==> src/hdl/hpi_pkg.sv <==
// hpi_pkg: shared types, constants and the arctangent table for the
// harmonic product integral block; no dependencies
package hpi_pkg;

	localparam int TRIG_ITERATIONS = 24;
	localparam int HARMONIC_BITS   = 6;

	// fixed-point angle constants, Q.28 radians, and the cordic start gain, Q2.30
	localparam logic [31:0] TWO_PI_Q28     = 32'd1686629713;
	localparam logic [31:0] PI_Q28         = 32'd843314857;
	localparam logic [31:0] HALF_PI_Q28    = 32'd421657428;
	localparam logic [31:0] THIRD_TURN_Q28 = 32'd562209904;
	localparam logic [31:0] CORDIC_START   = 32'd652032874;

	// mode codes
	localparam logic [2:0] MODE_COS_A = 3'd0;
	localparam logic [2:0] MODE_COS_B = 3'd1;
	localparam logic [2:0] MODE_COS_C = 3'd2;
	localparam logic [2:0] MODE_SIN_A = 3'd3;
	localparam logic [2:0] MODE_SIN_B = 3'd4;
	localparam logic [2:0] MODE_SIN_C = 3'd5;

	// datapath widths and pipeline depths
	localparam int ANGLE_W    = 44;
	localparam int TRIG_W     = 34;
	localparam int RED_STEPS  = 31;
	localparam int TRIG_LAT   = TRIG_ITERATIONS + 34;
	localparam int DIV_W      = 33;
	localparam int DIV_STEP   = 3;
	localparam int DIV_STAGES = DIV_W / DIV_STEP;

	typedef struct packed {
		logic [2:0]         mode;
		logic signed [31:0] lower_bound;
		logic signed [31:0] upper_bound;
		logic signed [31:0] scale;
		logic [5:0]         kernel_harmonic;
		logic [5:0]         wave_order;
		logic signed [31:0] phase_angle;
	} item_t;

	typedef struct packed {
		logic signed [31:0] integral_value;
		logic               saturated;
		logic               zero_divisor;
	} result_t;

	// classified transaction handed from front to back
	typedef struct packed {
		logic               active;
		logic               zero_divisor;
		logic               sin_kernel;
		logic               equal;
		logic signed [7:0]  m_sum;
		logic signed [7:0]  m_dif;
		logic signed [31:0] xa;
		logic signed [31:0] xb;
		logic signed [31:0] k;
		logic signed [33:0] poff;
	} op_t;

	// sideband that travels alongside the trig lanes
	typedef struct packed {
		logic               valid;
		logic               active;
		logic               zero_divisor;
		logic               sin_kernel;
		logic               equal;
		logic signed [7:0]  m_sum;
		logic signed [7:0]  m_dif;
		logic signed [32:0] dx;
		logic signed [31:0] k;
	} side1_t;

	// sideband that travels alongside the dividers
	typedef struct packed {
		logic               valid;
		logic               active;
		logic               zero_divisor;
		logic               sin_kernel;
		logic               equal;
		logic               neg_sum;
		logic               neg_dif;
		logic signed [40:0] lin_term;
		logic signed [31:0] k;
	} side2_t;

	// atan(2^-i) in Q2.30
	function automatic logic [31:0] atan_q30(input int unsigned i);
		logic [31:0] v;
		case (i)
			0: v = 32'd843314857;
			1: v = 32'd497837829;
			2: v = 32'd263043837;
			3: v = 32'd133525159;
			4: v = 32'd67021687;
			5: v = 32'd33543516;
			6: v = 32'd16775851;
			7: v = 32'd8388437;
			8: v = 32'd4194283;
			9: v = 32'd2097149;
			10: v = 32'd1048576;
			11: v = 32'd524288;
			12: v = 32'd262144;
			13: v = 32'd131072;
			14: v = 32'd65536;
			15: v = 32'd32768;
			16: v = 32'd16384;
			17: v = 32'd8192;
			18: v = 32'd4096;
			19: v = 32'd2048;
			20: v = 32'd1024;
			21: v = 32'd512;
			22: v = 32'd256;
			23: v = 32'd128;
			24: v = 32'd64;
			25: v = 32'd32;
			26: v = 32'd16;
			27: v = 32'd8;
			28: v = 32'd4;
			29: v = 32'd2;
			30: v = 32'd1;
			default: v = 32'd0;
		endcase
		return v;
	endfunction

endpackage

==> src/hdl/hpi_front.sv <==
// hpi_front: accepts transactions, classifies mode and harmonics, and
// buffers them in a two-entry queue; depends on hpi_pkg
module hpi_front (
	input  logic           clk,
	input  logic           arst_n,
	input  logic           start,
	input  hpi_pkg::item_t item,
	output logic           busy,
	output logic           op_valid,
	output hpi_pkg::op_t   op
);
	import hpi_pkg::*;

	localparam logic [5:0] HMASK = 6'((1 << HARMONIC_BITS) - 1);

	logic [5:0]  n, t;
	logic        push, pop, no_harm;
	op_t         cls;
	op_t         mem_q [0:1];
	logic        wr_q, rd_q;
	logic [1:0]  count_q;

	// classification of the incoming transaction
	always_comb begin
		n       = item.kernel_harmonic & HMASK;
		t       = item.wave_order & HMASK;
		no_harm = (n == 6'd0) && (t == 6'd0);
		cls.sin_kernel = 1'b0;
		cls.poff       = 34'(item.phase_angle);
		cls.active     = 1'b1;
		case (item.mode)
			MODE_COS_A: ;
			MODE_COS_B: cls.poff = 34'(item.phase_angle) - 34'(THIRD_TURN_Q28);
			MODE_COS_C: cls.poff = 34'(item.phase_angle) + 34'(THIRD_TURN_Q28);
			MODE_SIN_A: cls.sin_kernel = 1'b1;
			MODE_SIN_B: begin
				cls.sin_kernel = 1'b1;
				cls.poff = 34'(item.phase_angle) - 34'(THIRD_TURN_Q28);
			end
			MODE_SIN_C: begin
				cls.sin_kernel = 1'b1;
				cls.poff = 34'(item.phase_angle) + 34'(THIRD_TURN_Q28);
			end
			default: cls.active = 1'b0;
		endcase
		cls.zero_divisor = cls.active && no_harm;
		cls.active       = cls.active && !no_harm;
		cls.equal        = (n == t);
		cls.m_sum        = $signed({2'b00, t} + {2'b00, n});
		cls.m_dif        = $signed({2'b00, t} - {2'b00, n});
		cls.xa           = item.lower_bound;
		cls.xb           = item.upper_bound;
		cls.k            = item.scale;
	end

	// queue control: the back end drains one entry per cycle
	assign busy     = (count_q == 2'd2);
	assign push     = start && !busy;
	assign pop      = (count_q != 2'd0);
	assign op_valid = pop;
	assign op       = mem_q[rd_q];

	always_ff @(posedge clk) begin
		if (push)
			mem_q[wr_q] <= cls;
	end

	always_ff @(posedge clk or negedge arst_n) begin
		if (!arst_n) begin
			wr_q    <= 1'b0;
			rd_q    <= 1'b0;
			count_q <= 2'd0;
		end else begin
			if (push)
				wr_q <= !wr_q;
			if (pop)
				rd_q <= !rd_q;
			count_q <= count_q + 2'(push) - 2'(pop);
		end
	end

endmodule

==> config.mk <==
export PLATFORM = sky130hd
export DESIGN_NAME = hpi_front
export DESIGN_NICKNAME = d
export VERILOG_FILES = /design/src/hdl/hpi_pkg.sv /design/src/hdl/hpi_front.sv
export SDC_FILE = /design/constraint.sdc
export NUM_CORES = 1
export LEC_CHECK = 0
export ABC_AREA = 1
export BUFFER_PORTS_ARGS = -buffer_cell sky130_fd_sc_hd__buf_4
export CORE_MARGIN = 2
export CORE_UTILIZATION = 45
export CTS_BUF_LIST = sky130_fd_sc_hd__clkbuf_2 sky130_fd_sc_hd__clkbuf_4 sky130_fd_sc_hd__clkbuf_8
export DETAILED_ROUTE_END_ITERATION = 8
export PLACE_DENSITY = 0.77
export SYNTH_ARGS = -nofsm -noshare
export SYNTH_HDL_FRONTEND = slang
export SYNTH_SLANG_ARGS = --single-unit
==> constraint.sdc <==
create_clock -name clk -period 9 [get_ports clk]
set_input_delay 0.9 -clock clk [delete_from_list [all_inputs] [get_ports clk]]
set_output_delay 0.9 -clock clk [all_outputs]
set_load 0.01 [all_outputs]
==> flow_metrics.tcl <==
set metrics [dict create \
    clk_pin_slew_ns 0.06 \
    leakage_nw 8.06 \
    async_flop_share_pct 1.35 \
    slew_headroom_pct 30.9 \
    wl_per_cell_um 16.0 \
    rows 64 \
    fin_ws_ns 4.88 \
    cp-end-kind "primary output" \
    muxShareOfSynthArea_pct 0 \
    pre_cts_slack_ns 5.15 \
    die_w_um 179 \
    ir_drop_uv 147 \
    place_area_sq_um 16400 \
    hold_viol_final 0 \
    groute.usage.overall_pct 20.4 \
    synth_compound_area_share_pct 1.95 \
    syn2layout_area_growth_pct 26.1 \
    ios 298 \
    coreArea_sq_um 30300 \
    status "complete, no violations" \
    grt_pass1_wl_um 50900 \
    synthDistinctLibCells 35 \
    firstDrtPassIters 5 \
    power_density_nw_per_um2 256 \
    fin_area_sq_um 17400 \
    start_kind "flop" \
    vias 10300 \
    setup_violations 0 \
    clockBufferDepth 3 \
    max_freq_mhz 243 \
    vias_per_cell 4.86 \
    cap_violations 0 \
    cts_setup_buffers 0 \
    wl_um 34000 \
    seq_area_frac_synth_pct 64.3 \
    grt_max_degree 89 \
    cts-root-buf "clkbuf_8" \
    final_nets 1878 \
    synth_top_family_by_area "simple AND/OR/NAND/NOR gates" \
    cp.required_ns 8.10 \
    overflow 0 \
    fillers 2608 \
    fin_crit_ns 4.12 \
    finalCritPeriodShare_pct 45.8 \
    dieArea_sq_um 32100 \
    fin_skew_ns 0.0137 \
    synthSimpleGateAreaFrac_pct 23.7 \
    drc 0 \
    numPortBuffers 296 \
    path_class "reg -> out" \
    syn-num-nets 1567 \
    yosys_warnings 0 \
    syn_area_per_cell_sq_um 10.0 \
    worstPathMaxFanout 79 \
    grt_pass1_vias 9916 \
    antennaDiodeCount 0 \
    ys_ff_latch 296 \
    tightest_slew_ns 1.04 \
    syn_inst 1379 \
    multi_input_area_sq_um 4290 \
    antenna_found_initial 0 \
    fin_tns_setup_ns 0 \
    ant_nets 0 \
    cts_hold_buf 0 \
    cts_made_buffers 49 \
    detailed_place_hpwl_um 24000 \
    clock_latency_ns 0.54 \
    critPathArrivalTime_ns 3.22 \
    drt_iter0_drc 602 \
    rsz0062_at_grt "no" \
    die_height_um 179 \
    start_util_pct 45.4 \
    finalMaxSlewViolations 0 \
    cts_tree "built" \
    gp_congestion 0.882 \
    synth.cell_area_sq_um 13800 \
    cts.sinks 296 \
    htreeDepth 2 \
    layout-drive-gt1-share_pct 24.1 \
    final_core_util_pct 57.3 \
    synth_edf_count 292 \
    synth_xor_area_share_pct 1.40 \
    synth-adder-area-share_pct 3.98 \
    regArea_sq_um 8870 \
    yosys_most_used_dff "edfxtp_1" \
    cts_resized 0 \
    min_path_type "in -> async" \
]
cells by family (layout without fill, tap and decap cells):
family	count (synthesis)	count (layout)
compound gates	50	50
xor+xnor	22	22
fa+ha+maj	42	42
buf+inv	162	510
flops	296	296
other cells	1	1
simple gates	806	806
power by group:
part,total [mW],switching [mW],internal (mW)
Combinational,1.53,0.914,0.614
Sequential,1.73,0.0683,1.66
Clock,1.19,0.520,0.674
Total,4.45,1.50,2.95
state kept, by name (all words and copies together) (netlist names):
register	cells
mem_q	292
count_q	2
rd_q	1
wr_q	1
cell usage after synthesis (5+ instances only):
cell	count	area [sq um]
nand2_1	684	2570
edfxtp_1	292	8770
inv_1	119	447
nor2_1	45	169
ha_1	39	488
nand3_1	35	175
clkbuf_1	27	101
a21oi_1	26	130
xnor2_1	13	114
nand2_2	11	68.8
o21ai_0	10	50.1
xor2_1	9	78.8
nor2_2	8	50.1
buf_4	6	45.0
o21ai_1	6	30.0
nand3_2	5	50.1
nand4_1	5	31.3
critical path, cell delays in order, from the launching register on:
cell	delay, ns
dfrtp_4	0.73
inv_4	0.66
buf_4	0.78
nand2_1	0.10
nand2_1	0.14
buf_4	0.14
path summary, 6_finish.rpt:
kind | slack (ns) | endpoint | startpoint | cells after the start
max | 4.88 | op[94] | rd_q$_DFFE_PN0P_ | 5
min | 0.14 | rd_q$_DFFE_PN0P_ | arst_n | 1
max reg2reg | 6.40 | rd_q$_DFFE_PN0P_ | rd_q$_DFFE_PN0P_ | 3
min reg2reg | 0.50 | count_q[1]$_DFF_PN0_ | count_q[1]$_DFF_PN0_ | 2
max in group asynchronous | 8.74 | rd_q$_DFFE_PN0P_ | arst_n | 1
min in group clk | 0.50 | count_q[1]$_DFF_PN0_ | count_q[1]$_DFF_PN0_ | 2
cells in the final DEF, fill, tap and decap left out, types with 10 or more instances in the layout:
| cell | n |
|---|---|
| clkbuf_8 | 50 |
| nand2_1 | 684 |
| nand3_1 | 35 |
| nor2_1 | 43 |
| xnor2_1 | 13 |
| ha_1 | 39 |
| clkbuf_4 | 16 |
| nand2_2 | 11 |
| a21oi_1 | 26 |
| edfxtp_1 | 292 |
| buf_4 | 302 |
| inv_1 | 118 |
| o21ai_0 | 10 |
cell type report:
cell class,instances,share of cell area [%]
Inverter,120,2.61
Sequential cell,296,51.1
Tap cell,396,2.85
Clock inverter,22,1.12
Timing Repair Buffer,302,13.0
Clock buffer,66,4.65
Multi-Input combinational cell,921,24.7
metrics by stage:
step,total power [mW],hold slack (ns),cells
final,4.45,0.139,2123
after global routing,4.70,0.0836,2123
after CTS,4.51,0.0820,2123
after detailed placement,3.31,0.489,2035
after global placement,3.28,0.465,2035
after floorplan,2.55,0.454,1379
layer usage:
| layer | routed length [um] | part of all wire [%] | vias to the layer above | global-route usage (%) |
|---|---|---|---|---|
| met2 | 17000 | 50 | 337 | 35.5 |
| li1 | - | - | 5095 | - |
| met4 | 1000 | 2.9 | 0 | 7.42 |
| met1 | 13800 | 41 | 4830 | 25.3 |
| met3 | 2250 | 6.6 | 62 | 3.69 |
| met5 | 0 | 0 | - | 0 |
Note: power is estimated with default switching activity, not from simulation.
